`src/bht_pkg.sv`:
```
// Package for the bucketed hash table: payload structs, operation and status codes,
// default sizes and the back part's state codes. No dependencies.
package bht_pkg;

    localparam int NUM_BUCKETS_DEF  = 16;
    localparam int BUCKET_DEPTH_DEF = 8;
    localparam int KEY_W   = 31;
    localparam int VALUE_W = 32;
    localparam int COUNT_W = 4;

    typedef enum logic [1:0]
    {
        OP_INSERT = 2'd0,
        OP_REMOVE = 2'd1,
        OP_SEARCH = 2'd2,
        OP_NONE   = 2'd3
    } op_t;

    typedef enum logic [1:0]
    {
        ST_OK        = 2'd0,
        ST_NOT_FOUND = 2'd1,
        ST_FULL      = 2'd2,
        ST_SPARE     = 2'd3
    } status_t;

    typedef struct packed
    {
        logic [1:0]         operation;
        logic [KEY_W-1:0]   key;
        logic [VALUE_W-1:0] value;
    } in_item_t;

    typedef struct packed
    {
        logic [1:0]         status;
        logic [VALUE_W-1:0] found_value;
        logic [COUNT_W-1:0] bucket_count;
    } out_item_t;

    typedef enum logic [1:0]
    {
        BK_IDLE  = 2'd0,
        BK_READ  = 2'd1,
        BK_WRITE = 2'd2
    } back_state_t;

endpackage

```
`src/bht_front.sv`:
```
// Front part: takes items off the input port, works out the bucket and queues
// the item with its bucket in a two-entry queue for the back part. Depends on bht_pkg.
module bht_front
    import bht_pkg::*;
#(
    parameter int NUM_BUCKETS = NUM_BUCKETS_DEF
) (
    input  logic                           clk,
    input  logic                           rst_n,
    input  logic                           push,
    output logic                           full,
    input  in_item_t                       in_item,
    output logic                           cmd_valid,
    input  logic                           cmd_take,
    output in_item_t                       cmd_item,
    output logic [$clog2(NUM_BUCKETS)-1:0] cmd_bucket
);

    localparam int BW = $clog2(NUM_BUCKETS);

    in_item_t          q_item_reg [2];
    logic [BW-1:0]     q_bkt_reg  [2];
    logic              wp_reg, rp_reg;
    logic [1:0]        cnt_reg;
    logic [BW-1:0]     bucket;
    logic              do_push, do_pop;

    // A power-of-two bucket count takes the low key bits. Any other count uses a
    // reciprocal multiplication that is exact for every 31-bit key; only the low
    // bits of the quotient are needed to form the remainder.
    generate
        if ((NUM_BUCKETS & (NUM_BUCKETS - 1)) == 0)
        begin : g_pow2
            assign bucket = in_item.key[BW-1:0];
        end
        else
        begin : g_recip
            localparam int SH = KEY_W + BW;
            localparam logic [63:0] RECIP =
                ((64'd1 << SH) + 64'(NUM_BUCKETS) - 64'd1) / 64'(NUM_BUCKETS);
            localparam logic [BW-1:0] NB_LO = BW'(NUM_BUCKETS);
            logic [63:0]   prod;
            logic [BW-1:0] quo_lo;
            assign prod   = 64'(in_item.key) * RECIP;
            assign quo_lo = prod[SH +: BW];
            assign bucket = in_item.key[BW-1:0] - BW'(quo_lo * NB_LO);
        end
    endgenerate

    assign full      = (cnt_reg == 2'd2);
    assign do_push   = push && !full;
    assign do_pop    = cmd_take && cmd_valid;
    assign cmd_valid = (cnt_reg != 2'd0);
    assign cmd_item  = q_item_reg[rp_reg];
    assign cmd_bucket = q_bkt_reg[rp_reg];

    always_ff @(posedge clk)
    begin
        if (do_push)
        begin
            q_item_reg[wp_reg] <= in_item;
            q_bkt_reg[wp_reg]  <= bucket;
        end
    end

    always_ff @(posedge clk or negedge rst_n)
    begin
        if (!rst_n)
        begin
            wp_reg  <= 1'b0;
            rp_reg  <= 1'b0;
            cnt_reg <= 2'd0;
        end
        else
        begin
            if (do_push)
            begin
                wp_reg <= !wp_reg;
            end
            if (do_pop)
            begin
                rp_reg <= !rp_reg;
            end
            cnt_reg <= cnt_reg + 2'(do_push) - 2'(do_pop);
        end
    end

    assert property (@(posedge clk) disable iff (!rst_n) cnt_reg != 2'd3)
        else $error("front queue count out of range");
    assert property (@(posedge clk) disable iff (!rst_n)
        (do_push && !do_pop) |=> cnt_reg == $past(cnt_reg) + 2'd1)
        else $error("front queue lost a push");
    assert property (@(posedge clk) disable iff (!rst_n) cmd_valid == (cnt_reg != 2'd0))
        else $error("front queue valid mismatch");

endmodule

```
`config.mk`:
```
export PLATFORM = sky130hd
export DESIGN_NAME = bht_front
export DESIGN_NICKNAME = d
export VERILOG_FILES = /design/src/bht_pkg.sv /design/src/bht_front.sv
export SDC_FILE = /design/constraint.sdc
export NUM_CORES = 1
export LEC_CHECK = 0
export ABC_CLOCK_PERIOD_IN_PS = 5950
export BUFFER_PORTS_ARGS = -buffer_cell sky130_fd_sc_hd__buf_2
export CAP_MARGIN = 20
export CORE_UTILIZATION = 35
export DETAILED_ROUTE_END_ITERATION = 10
export SLEW_MARGIN = 30
export SYNTH_ARGS = -nofsm -noshare
export SYNTH_HDL_FRONTEND = slang
export SYNTH_SLANG_ARGS = --single-unit
```
`constraint.sdc`:
```
create_clock -name clk -period 5.95 [get_ports clk]
set_clock_uncertainty 0.2 [all_clocks]
set_input_delay 1.4875 -clock clk [delete_from_list [all_inputs] [get_ports clk]]
set_output_delay 1.4875 -clock clk [all_outputs]
set_load 0.02 [all_outputs]
```
==> flow_summary.html, run 1 <==
<table>
<tr><th>Metric</th><th>Value</th></tr>
<tr><th colspan="2">Setup path</th></tr>
<tr><td>CP startpoint kind</td><td>flip-flop</td></tr>
<tr><td>Highest-delay cell along the critical path</td><td>sky130_fd_sc_hd__dfrtp_4</td></tr>
<tr><td>Launch point of the worst path</td><td>rp_reg$_DFFE_PN0P_</td></tr>
<tr><td>Required @ worst endpoint</td><td>4260 ps</td></tr>
<tr><td>Count of cell instances traversed by the critical path</td><td>3</td></tr>
<tr><td>Critical path peak fanout</td><td>35</td></tr>
<tr><td>Critical path arrival</td><td>2100 ps</td></tr>
<tr><td>Destination of the worst register-to-register timing path</td><td>q_item_reg[0][28]$_DFFE_PP_</td></tr>
<tr><td>R2R setup slack</td><td>~3900 ps</td></tr>
<tr><td>Sum of buffers and inverters on the critical path</td><td>2</td></tr>
<tr><td>Origin of the critical flop-to-flop path</td><td>cnt_reg[1]$_DFF_PN0_</td></tr>
<tr><td>Cell chain of the critical path</td><td>buf_16 -&gt; mux2_2 -&gt; buf_2</td></tr>
<tr><td>Setup CP Type</td><td>reg -&gt; out</td></tr>
<tr><td>Delay contributed by the slowest stage of the critical path</td><td>810 ps</td></tr>
<tr><td>Category of the worst setup path capture point</td><td>output port</td></tr>
<tr><td>CP delay by family, top</td><td>flip-flops</td></tr>
<tr><td>Depth of the worst register-to-register path</td><td>4</td></tr>
<tr><td>End of the critical path</td><td>cmd_item[55]</td></tr>
<tr><th colspan="2">Routing</th></tr>
<tr><td>Initial detailed-routing violation count</td><td>93</td></tr>
<tr><td>Vias per cell</td><td>4.43</td></tr>
<tr><td>Total number of vias</td><td>about 2,500</td></tr>
<tr><td>Residual DRC count</td><td>0</td></tr>
<tr><td>Detailed-route wire length</td><td>around 8.8 mm</td></tr>
<tr><td>Wire length per cell after detailed routing</td><td>15.6 µm</td></tr>
<tr><td>ANT nets after route</td><td>0</td></tr>
<tr><td>Length of the first detailed-routing pass in iterations</td><td>4</td></tr>
<tr><th colspan="2">Floorplanning</th></tr>
<tr><td>Die height</td><td>123 µm</td></tr>
<tr><td>Die area</td><td>15,000 µm²</td></tr>
<tr><td>Rows</td><td>between 40 and 50</td></tr>
<tr><td>CORE AREA</td><td>about 14,000 µm²</td></tr>
<tr><td>Horiz. Die Dim</td><td>~120 µm</td></tr>
<tr><td>Starting Density</td><td>0.362</td></tr>
<tr><td>Number of placed I/O pins</td><td>140</td></tr>
<tr><th colspan="2">Global routing</th></tr>
<tr><td>Antenna violations before repair</td><td>0</td></tr>
<tr><td>Largest net degree at the start of global routing</td><td>between 60 and 70</td></tr>
<tr><td>First-pass GRT wire length</td><td>13.5 mm</td></tr>
<tr><td>Number of global-route vias before repair</td><td>2,692</td></tr>
<tr><td>All-layer global routing usage</td><td>0.126</td></tr>
<tr><td>Global-route congestion overflow total</td><td>0</td></tr>
<tr><th colspan="2">Synth</th></tr>
<tr><td>Count of warnings emitted by yosys</td><td>0</td></tr>
<tr><td>Cell area after technology mapping</td><td>approximately 5100 µm²</td></tr>
<tr><td>Largest area contributor in the synthesized netlist</td><td>sky130_fd_sc_hd__edfxtp_1</td></tr>
<tr><td>Cells after Synth</td><td>224</td></tr>
<tr><td>Sequential element share of the synthesized area</td><td>0.788</td></tr>
<tr><td>Net count after synthesis</td><td>roughly 300</td></tr>
<tr><td>Top post-synthesis cells by area</td><td>sky130_fd_sc_hd__edfxtp_1, sky130_fd_sc_hd__mux2_4, sky130_fd_sc_hd__mux2_2</td></tr>
<tr><td>Syn_area_per_cell</td><td>approximately 23 µm²</td></tr>
<tr><td>Fraction of post-synthesis cell area in the top cell type by area</td><td>0.768</td></tr>
<tr><td>Number of unique standard cell types used by synthesis</td><td>17</td></tr>
<tr><td>Flop and latch count out of synthesis</td><td>roughly 130</td></tr>
<tr><th colspan="2">Placement</th></tr>
<tr><td>Port buffer count</td><td>roughly 140</td></tr>
<tr><td>Total placed cells including tap cells</td><td>534</td></tr>
<tr><td>Final estimated routing congestion in global placement</td><td>roughly 0.69</td></tr>
<tr><td>Placed cell area</td><td>about 6000 µm²</td></tr>
<tr><td>Post-detailed-placement half-perimeter wirelength</td><td>5.53 mm</td></tr>
<tr><th colspan="2">Timing</th></tr>
<tr><td>Headroom to the max-slew limit</td><td>0.410</td></tr>
<tr><td>Final number of hold-violating endpoints</td><td>0</td></tr>
<tr><td>Setup Viol. Count Final</td><td>0</td></tr>
<tr><td>Maximum clock rate</td><td>~260 MHz</td></tr>
<tr><td>Unrepaired setup endpoints after global routing</td><td>false</td></tr>
<tr><td>Final-layout setup total negative slack</td><td>0 ps</td></tr>
<tr><td>Number of pins exceeding their max-slew limit in the final report</td><td>0</td></tr>
<tr><td>Final worst-path cycle share</td><td>0.636</td></tr>
<tr><td>Clock period minus final worst setup slack</td><td>approximately 3800 ps</td></tr>
<tr><td>Slew of the pin with the lowest slew margin</td><td>just under 900 ps</td></tr>
<tr><th colspan="2">Power and ir drop</th></tr>
<tr><td>Worst IR drop on VDD</td><td>around 350 µV</td></tr>
<tr><td>Leakage power total</td><td>between 2 and 3 nW</td></tr>
<tr><td>Power per cell area</td><td>between 500 and 600 nW/µm²</td></tr>
<tr><td>PnR Total Power</td><td>between 3 and 4 mW</td></tr>
<tr><th colspan="2">Cells and area</th></tr>
<tr><td>Post-route standard cell area excluding fillers</td><td>~6600 µm²</td></tr>
<tr><td>Area delta synth-&gt;final</td><td>29.8%</td></tr>
<tr><td>Largest register FFs</td><td>approximately 120</td></tr>
<tr><td>Total inserted antenna cells</td><td>0</td></tr>
<tr><td>Highest-count cells in the layout ignoring fill and taps</td><td>sky130_fd_sc_hd__buf_2, sky130_fd_sc_hd__edfxtp_1, sky130_fd_sc_hd__mux2_4</td></tr>
<tr><td>Post-route non-filler standard cell count</td><td>between 500 and 600</td></tr>
<tr><td>Layout filler cell count</td><td>between 1,000 and 1,500</td></tr>
<tr><td>Post-layout nets</td><td>between 400 and 500</td></tr>
<tr><td>Finished Core Util</td><td>0.470</td></tr>
<tr><td>Ratio of cells with drive above 1 in the final layout</td><td>0.623</td></tr>
<tr><td>Commonest non-fill, non-tap cell in the layout</td><td>sky130_fd_sc_hd__buf_2</td></tr>
<tr><th colspan="2">Clock tree</th></tr>
<tr><td>Max Buffers Root-to-Sink</td><td>2</td></tr>
<tr><td>Cts repair resizes</td><td>0</td></tr>
<tr><td>Clock tree from TritonCTS</td><td>yes</td></tr>
<tr><td>TritonCTS Buffers</td><td>17</td></tr>
<tr><td>Library cell used as clock root buffer</td><td>sky130_fd_sc_hd__clkbuf_16</td></tr>
<tr><td>Number of clock sinks</td><td>approximately 130</td></tr>
<tr><td>H-Tree Level Count</td><td>4</td></tr>
<tr><td>Worst-path clk slew</td><td>around 50 ps</td></tr>
<tr><td>Clock insertion delay at the later pin of the skew report</td><td>410 ps</td></tr>
<tr><td>Number of hold buffers added after cts</td><td>0</td></tr>
<tr><td>Post CTS Setup Buffer Count</td><td>0</td></tr>
<tr><th colspan="2">Run status</th></tr>
<tr><td>Result of the run</td><td>completed</td></tr>
<tr><th colspan="2">Flow run</th></tr>
<tr><td>Max-cap check violation count</td><td>0</td></tr>
<tr><th colspan="2">Min path</th></tr>
<tr><td>Hold Path Class</td><td>reg -&gt; reg</td></tr>
</table>
==> through the flow <==
stage               setup WS, ps  hold WS [ps]
detailed placement          2580           290
CTS                         2110           305
global route                2060           349
finish                      2160           306
floorplan                    963           260
global placement            2450           291
==> layer usage <==
metal  wire (µm)  track usage  vias up  share of wire
met5           0            0        -              0
met4         200       0.0732        0          0.023
met3         667       0.0520       15          0.076
met2        4540        0.210       93           0.52
met1        3410        0.133     1231           0.39
li1            -            -     1172              -
==> worst register-to-register path, cell delays in order (launching register included) <==
cell                       delay [ps]
sky130_fd_sc_hd__dfrtp_1          400
sky130_fd_sc_hd__nand2b_1         130
sky130_fd_sc_hd__nand2_1          150
sky130_fd_sc_hd__nor2_4           100
sky130_fd_sc_hd__buf_4            690
==> how the worst min path moves through the flow <==
stage	start	endpoint	slack, ps	depth (start not counted)
floorplan	cnt_reg[1]$_DFF_PN0_	cnt_reg[1]$_DFF_PN0_	260	1
global placement	cnt_reg[1]$_DFF_PN0_	cnt_reg[1]$_DFF_PN0_	290	1
CTS	cnt_reg[1]$_DFF_PN0_	cnt_reg[1]$_DFF_PN0_	300	1
global route	cnt_reg[1]$_DFF_PN0_	cnt_reg[1]$_DFF_PN0_	350	1
detailed placement	cnt_reg[1]$_DFF_PN0_	cnt_reg[1]$_DFF_PN0_	290	1
finish	cnt_reg[1]$_DFF_PN0_	cnt_reg[1]$_DFF_PN0_	310	1
==> logic make-up after synthesis <==
kind of cell               share of synthesized area
xor gates and xnor gates                     0.00689
adders and majority gates                    0.00492
buffers and inverters                         0.0204
DFF                                            0.788
muxes                                          0.174
and+or+nand+nor                              0.00640
==> report_power, final <==
group / switching, mW / leakage, nW / internal, mW
logic: 0.621 / 1.06 / 0.499
clock network: 0.373 / 0.284 / 0.691
registers: 0.112 / 1.25 / 1.30
==> final cells by class <==
type / count / area (µm²) / share of cell area
clock inverters: 11 / 149 / 0.0226
clock buffers: 21 / 470 / 0.0713
inverters: 2 / 7.51 / 0.00114
flip-flops and latches: 134 / 4010 / 0.607
repair buffers: 142 / 751 / 0.114
multi-input cells: 77 / 987 / 0.150
well taps: 180 / 225 / 0.0341
==> cell usage after synthesis <==
cell type / n
sky130_fd_sc_hd__edfxtp_1: 130
sky130_fd_sc_hd__mux2_4: 40
sky130_fd_sc_hd__mux2_2: 25
sky130_fd_sc_hd__buf_6: 5
sky130_fd_sc_hd__buf_4: 4
sky130_fd_sc_hd__dfrtp_1: 4
sky130_fd_sc_hd__xnor2_1: 3
sky130_fd_sc_hd__buf_2: 2
sky130_fd_sc_hd__ha_1: 2
sky130_fd_sc_hd__inv_1: 2
sky130_fd_sc_hd__and2_1: 1
sky130_fd_sc_hd__and3_1: 1
sky130_fd_sc_hd__nand2_1: 1
sky130_fd_sc_hd__nand2b_1: 1
sky130_fd_sc_hd__nor2_1: 1
sky130_fd_sc_hd__or2_1: 1
sky130_fd_sc_hd__xor2_1: 1
(Power assumes the default switching activity.)
==> run 2: changes to the inputs <==
--- a/config.mk
+++ b/config.mk
@@ -5,7 +5,8 @@
 export SDC_FILE = /design/constraint.sdc
 export NUM_CORES = 1
 export LEC_CHECK = 0
-export ABC_CLOCK_PERIOD_IN_PS = 5950
+export ABC_AREA = 1
+export ABC_CLOCK_PERIOD_IN_PS = 3840
 export BUFFER_PORTS_ARGS = -buffer_cell sky130_fd_sc_hd__buf_2
 export CAP_MARGIN = 20
 export CORE_UTILIZATION = 35
==> constraint.sdc (replaced) <==
create_clock -name clk -period 3.84 [get_ports clk]
set_clock_uncertainty 0.2 [all_clocks]
set_input_delay 0.96 -clock clk [delete_from_list [all_inputs] [get_ports clk]]
set_output_delay 0.96 -clock clk [all_outputs]
set_load 0.02 [all_outputs]
==> flow_summary.html, run 2 <==
<table>
<tr><th>Metric</th><th>Value</th></tr>
<tr><th colspan="2">Setup path</th></tr>
<tr><td>Setup CP Type</td><td>reg -&gt; out (unchanged)</td></tr>
<tr><td>Category of the worst setup path capture point</td><td>output port (unchanged)</td></tr>
<tr><td>Critical path arrival</td><td>1800 ps (was 2100 ps)</td></tr>
<tr><td>Cell occurring most often along the worst timing path</td><td>sky130_fd_sc_hd__nand2_1</td></tr>
<tr><td>Sum of buffers and inverters on the critical path</td><td>3 (was 2)</td></tr>
<tr><td>Launch point of the worst path</td><td>rp_reg$_DFFE_PN0P_ (unchanged)</td></tr>
<tr><td>Highest-delay cell along the critical path</td><td>sky130_fd_sc_hd__dfrtp_2 (was sky130_fd_sc_hd__dfrtp_4)</td></tr>
<tr><td>Required @ worst endpoint</td><td>2680 ps (was 4260 ps)</td></tr>
<tr><td>Cell chain of the critical path</td><td>inv_2 -&gt; buf_12 -&gt; nand2_1 -&gt; nand2_1 -&gt; buf_2 (was buf_16 -&gt; mux2_2 -&gt; buf_2)</td></tr>
<tr><td>Critical path peak fanout</td><td>41 (was 35)</td></tr>
<tr><td>Origin of the critical flop-to-flop path</td><td>cnt_reg[0]$_DFF_PN0_ (was cnt_reg[1]$_DFF_PN0_)</td></tr>
<tr><td>CP startpoint kind</td><td>flip-flop (unchanged)</td></tr>
<tr><td>CP delay by family, top</td><td>buffers and inverters (was flip-flops)</td></tr>
<tr><td>Delay contributed by the slowest stage of the critical path</td><td>400 ps (was 810 ps)</td></tr>
<tr><th colspan="2">Global routing</th></tr>
<tr><td>Number of global-route vias before repair</td><td>3,004 (was 2,692)</td></tr>
<tr><td>Largest net degree at the start of global routing</td><td>67 (was 66)</td></tr>
<tr><td>All-layer global routing usage</td><td>0.138 (was 0.126)</td></tr>
<tr><td>Antenna violations before repair</td><td>0 (unchanged)</td></tr>
<tr><td>First-pass GRT wire length</td><td>14.6 mm (was 13.5 mm)</td></tr>
<tr><td>Global-route congestion overflow total</td><td>0 (unchanged)</td></tr>
<tr><th colspan="2">Power and ir drop</th></tr>
<tr><td>Power per cell area</td><td>859 nW/µm² (was 544 nW/µm²)</td></tr>
<tr><td>Worst IR drop on VDD</td><td>450 µV (was 352 µV)</td></tr>
<tr><td>Leakage power total</td><td>2.82 nW (was 2.59 nW)</td></tr>
<tr><td>PnR Total Power</td><td>5.56 mW (was 3.59 mW)</td></tr>
<tr><th colspan="2">Clock tree</th></tr>
<tr><td>Cts repair resizes</td><td>0 (unchanged)</td></tr>
<tr><td>Number of hold buffers added after cts</td><td>0 (unchanged)</td></tr>
<tr><td>H-Tree Level Count</td><td>4 (unchanged)</td></tr>
<tr><td>Number of clock sinks</td><td>134 (unchanged)</td></tr>
<tr><td>Post CTS Setup Buffer Count</td><td>0 (unchanged)</td></tr>
<tr><td>Clock insertion delay at the later pin of the skew report</td><td>410 ps (about the same)</td></tr>
<tr><td>Clock tree from TritonCTS</td><td>yes (unchanged)</td></tr>
<tr><td>Library cell used as clock root buffer</td><td>sky130_fd_sc_hd__clkbuf_16 (unchanged)</td></tr>
<tr><td>Max Buffers Root-to-Sink</td><td>2 (unchanged)</td></tr>
<tr><td>TritonCTS Buffers</td><td>17 (unchanged)</td></tr>
<tr><td>Worst-path clk slew</td><td>50 ps (about the same)</td></tr>
<tr><th colspan="2">Routing</th></tr>
<tr><td>ANT nets after route</td><td>0 (unchanged)</td></tr>
<tr><td>Vias per cell</td><td>4.31 (was 4.43)</td></tr>
<tr><td>Total number of vias</td><td>3,075 (was 2,511)</td></tr>
<tr><td>Residual DRC count</td><td>0 (unchanged)</td></tr>
<tr><td>Detailed-route wire length</td><td>9.48 mm (was 8.82 mm)</td></tr>
<tr><td>Initial detailed-routing violation count</td><td>108 (was 93)</td></tr>
<tr><td>Length of the first detailed-routing pass in iterations</td><td>4 (unchanged)</td></tr>
<tr><td>Wire length per cell after detailed routing</td><td>13.3 µm (was 15.6 µm)</td></tr>
<tr><th colspan="2">Floorplanning</th></tr>
<tr><td>Number of placed I/O pins</td><td>140 (unchanged)</td></tr>
<tr><td>Rows</td><td>43 (unchanged)</td></tr>
<tr><td>Die area</td><td>14,700 µm² (was 15,000 µm²)</td></tr>
<tr><td>Starting Density</td><td>0.359 (was 0.362)</td></tr>
<tr><td>CORE AREA</td><td>13,900 µm² (was 14,000 µm²)</td></tr>
<tr><td>Die height</td><td>121 µm (was 123 µm)</td></tr>
<tr><td>Horiz. Die Dim</td><td>121 µm (was 123 µm)</td></tr>
<tr><th colspan="2">Timing</th></tr>
<tr><td>Setup Viol. Count Final</td><td>0 (unchanged)</td></tr>
<tr><td>Headroom to the max-slew limit</td><td>0.511 (was 0.410)</td></tr>
<tr><td>Number of pins exceeding their max-slew limit in the final report</td><td>0 (unchanged)</td></tr>
<tr><td>Unrepaired setup endpoints after global routing</td><td>false (unchanged)</td></tr>
<tr><td>Final number of hold-violating endpoints</td><td>0 (unchanged)</td></tr>
<tr><td>Min setup slack post-route</td><td>877 ps (was 2160 ps)</td></tr>
<tr><td>Maximum clock rate</td><td>about 340 MHz</td></tr>
<tr><td>Final-layout setup total negative slack</td><td>0 ps (unchanged)</td></tr>
<tr><td>Clock period minus final worst setup slack</td><td>between 2000 and 3000 ps</td></tr>
<tr><td>Slew of the pin with the lowest slew margin</td><td>734 ps (was 885 ps)</td></tr>
<tr><td>Final worst-path cycle share</td><td>0.772</td></tr>
<tr><th colspan="2">Synth</th></tr>
<tr><td>Top post-synthesis cells by area</td><td>sky130_fd_sc_hd__edfxtp_1, sky130_fd_sc_hd__nand2_1, sky130_fd_sc_hd__dfrtp_1 (was sky130_fd_sc_hd__edfxtp_1, sky130_fd_sc_hd__mux2_4, sky130_fd_sc_hd__mux2_2)</td></tr>
<tr><td>Number of flops mapped to enable cells by yosys</td><td>130 (unchanged)</td></tr>
<tr><td>Largest area contributor in the synthesized netlist</td><td>sky130_fd_sc_hd__edfxtp_1 (unchanged)</td></tr>
<tr><td>Number of unique standard cell types used by synthesis</td><td>10 (was 17)</td></tr>
<tr><td>Flop and latch count out of synthesis</td><td>134 (unchanged)</td></tr>
<tr><td>Cells after Synth</td><td>376 (was 224)</td></tr>
<tr><td>Leading cell types by count after synthesis</td><td>sky130_fd_sc_hd__nand2_1, sky130_fd_sc_hd__edfxtp_1, sky130_fd_sc_hd__buf_2, sky130_fd_sc_hd__buf_4, sky130_fd_sc_hd__inv_1 (was sky130_fd_sc_hd__edfxtp_1, sky130_fd_sc_hd__mux2_4, sky130_fd_sc_hd__mux2_2)</td></tr>
<tr><td>Cell area after technology mapping</td><td>4980 µm² (was 5080 µm²)</td></tr>
<tr><td>Sequential element share of the synthesized area</td><td>0.804 (was 0.788)</td></tr>
<tr><td>Count of warnings emitted by yosys</td><td>0 (unchanged)</td></tr>
<tr><td>Fraction of post-synthesis cell area in the top cell type by area</td><td>0.784 (was 0.768)</td></tr>
<tr><td>Flip-flop cell with the highest count after synthesis</td><td>sky130_fd_sc_hd__edfxtp_1 (unchanged)</td></tr>
<tr><td>Net count after synthesis</td><td>447 (was 295)</td></tr>
<tr><td>FFs w/ async S/R, synth</td><td>0.0299 (unchanged)</td></tr>
<tr><td>Most instantiated library cell after synthesis</td><td>sky130_fd_sc_hd__nand2_1 (was sky130_fd_sc_hd__edfxtp_1)</td></tr>
<tr><td>Syn_area_per_cell</td><td>13.2 µm² (was 22.7 µm²)</td></tr>
<tr><th colspan="2">Cells and area</th></tr>
<tr><td>Post-route standard cell area excluding fillers</td><td>6470 µm² (was 6600 µm²)</td></tr>
<tr><td>Post-layout nets</td><td>592 (was 445)</td></tr>
<tr><td>Highest-count cells in the layout ignoring fill and taps</td><td>sky130_fd_sc_hd__nand2_1, sky130_fd_sc_hd__buf_2, sky130_fd_sc_hd__edfxtp_1 (was sky130_fd_sc_hd__buf_2, sky130_fd_sc_hd__edfxtp_1, sky130_fd_sc_hd__mux2_4)</td></tr>
<tr><td>Commonest non-fill, non-tap cell in the layout</td><td>sky130_fd_sc_hd__nand2_1 (was sky130_fd_sc_hd__buf_2)</td></tr>
<tr><td>Layout filler cell count</td><td>1,254 (was 1,224)</td></tr>
<tr><td>Largest register FFs</td><td>124 (unchanged)</td></tr>
<tr><td>Total inserted antenna cells</td><td>0 (unchanged)</td></tr>
<tr><td>Area delta synth-&gt;final</td><td>30.0% (was 29.8%)</td></tr>
<tr><td>Post-route non-filler standard cell count</td><td>714 (was 567)</td></tr>
<tr><td>Ratio of cells with drive above 1 in the final layout</td><td>0.331 (was 0.623)</td></tr>
<tr><th colspan="2">Flow run</th></tr>
<tr><td>Max-cap check violation count</td><td>0 (unchanged)</td></tr>
<tr><th colspan="2">Placement</th></tr>
<tr><td>Minimum setup slack after placement</td><td>1260 ps (was 2580 ps)</td></tr>
<tr><td>Placed cell area</td><td>5860 µm² (was 5960 µm²)</td></tr>
<tr><td>Post-detailed-placement half-perimeter wirelength</td><td>5.96 mm (was 5.53 mm)</td></tr>
<tr><td>Port buffer count</td><td>139 (unchanged)</td></tr>
<tr><td>Total placed cells including tap cells</td><td>682 (was 534)</td></tr>
<tr><td>Final estimated routing congestion in global placement</td><td>0.681 (was 0.691)</td></tr>
<tr><th colspan="2">Run status</th></tr>
<tr><td>Result of the run</td><td>completed (unchanged)</td></tr>
<tr><th colspan="2">Min path</th></tr>
<tr><td>Hold Path Class</td><td>in -&gt; async (was reg -&gt; reg)</td></tr>
</table>
==> run 2: final timing paths <==
path | slack [ps] | cells after the start | end
min reg2reg | 280 | 2 | wp_reg$_DFFE_PN0P_
max in group asynchronous | 3150 | 1 | rp_reg$_DFFE_PN0P_
max | 880 | 5 | cmd_item[13]
max reg2reg | 1930 | 5 | q_item_reg[0][63]$_DFFE_PP_
min in group clk | 280 | 2 | wp_reg$_DFFE_PN0P_
min | 150 | 1 | rp_reg$_DFFE_PN0P_
==> run 2: logic make-up after synthesis <==
| logic type | share of synthesized area |
|---|---|
| DFF | 0.804 |
| adders and majority gates | 0.00503 |
| and+or+nand+nor | 0.161 |
| buffers and inverters | 0.0302 |
==> run 2: metrics by stage <==
stage	utilization	hold WS, ps
floorplan	-	242
global placement	0.422	255
detailed placement	0.422	264
CTS	0.466	127
global route	0.466	132
finish	0.466	150
==> run 2: power by group <==
group	total (mW)	internal (mW)	switching, mW
Combinational	1.84	0.518	1.32
Sequential	2.07	2.00	0.0745
Clock	1.65	1.08	0.575
==> run 2: cell type report <==
class	count	area [µm²]	share of cell area
clock inverters	14	184	0.0284
clock buffers	18	429	0.0663
multi-input cells	214	832	0.129
flip-flops and latches	134	4010	0.619
repair buffers	144	758	0.117
well taps	180	225	0.0348
inverters	10	37.5	0.00580
==> run 2: layer usage <==
| metal | vias up | GRT usage | share of wire |
|---|---|---|---|
| li1 | 1548 | - | - |
| met1 | 1421 | 0.156 | 0.43 |
| met2 | 90 | 0.229 | 0.49 |
| met3 | 16 | 0.0475 | 0.056 |
| met4 | 0 | 0.0718 | 0.021 |
| met5 | - | 0 | 0 |
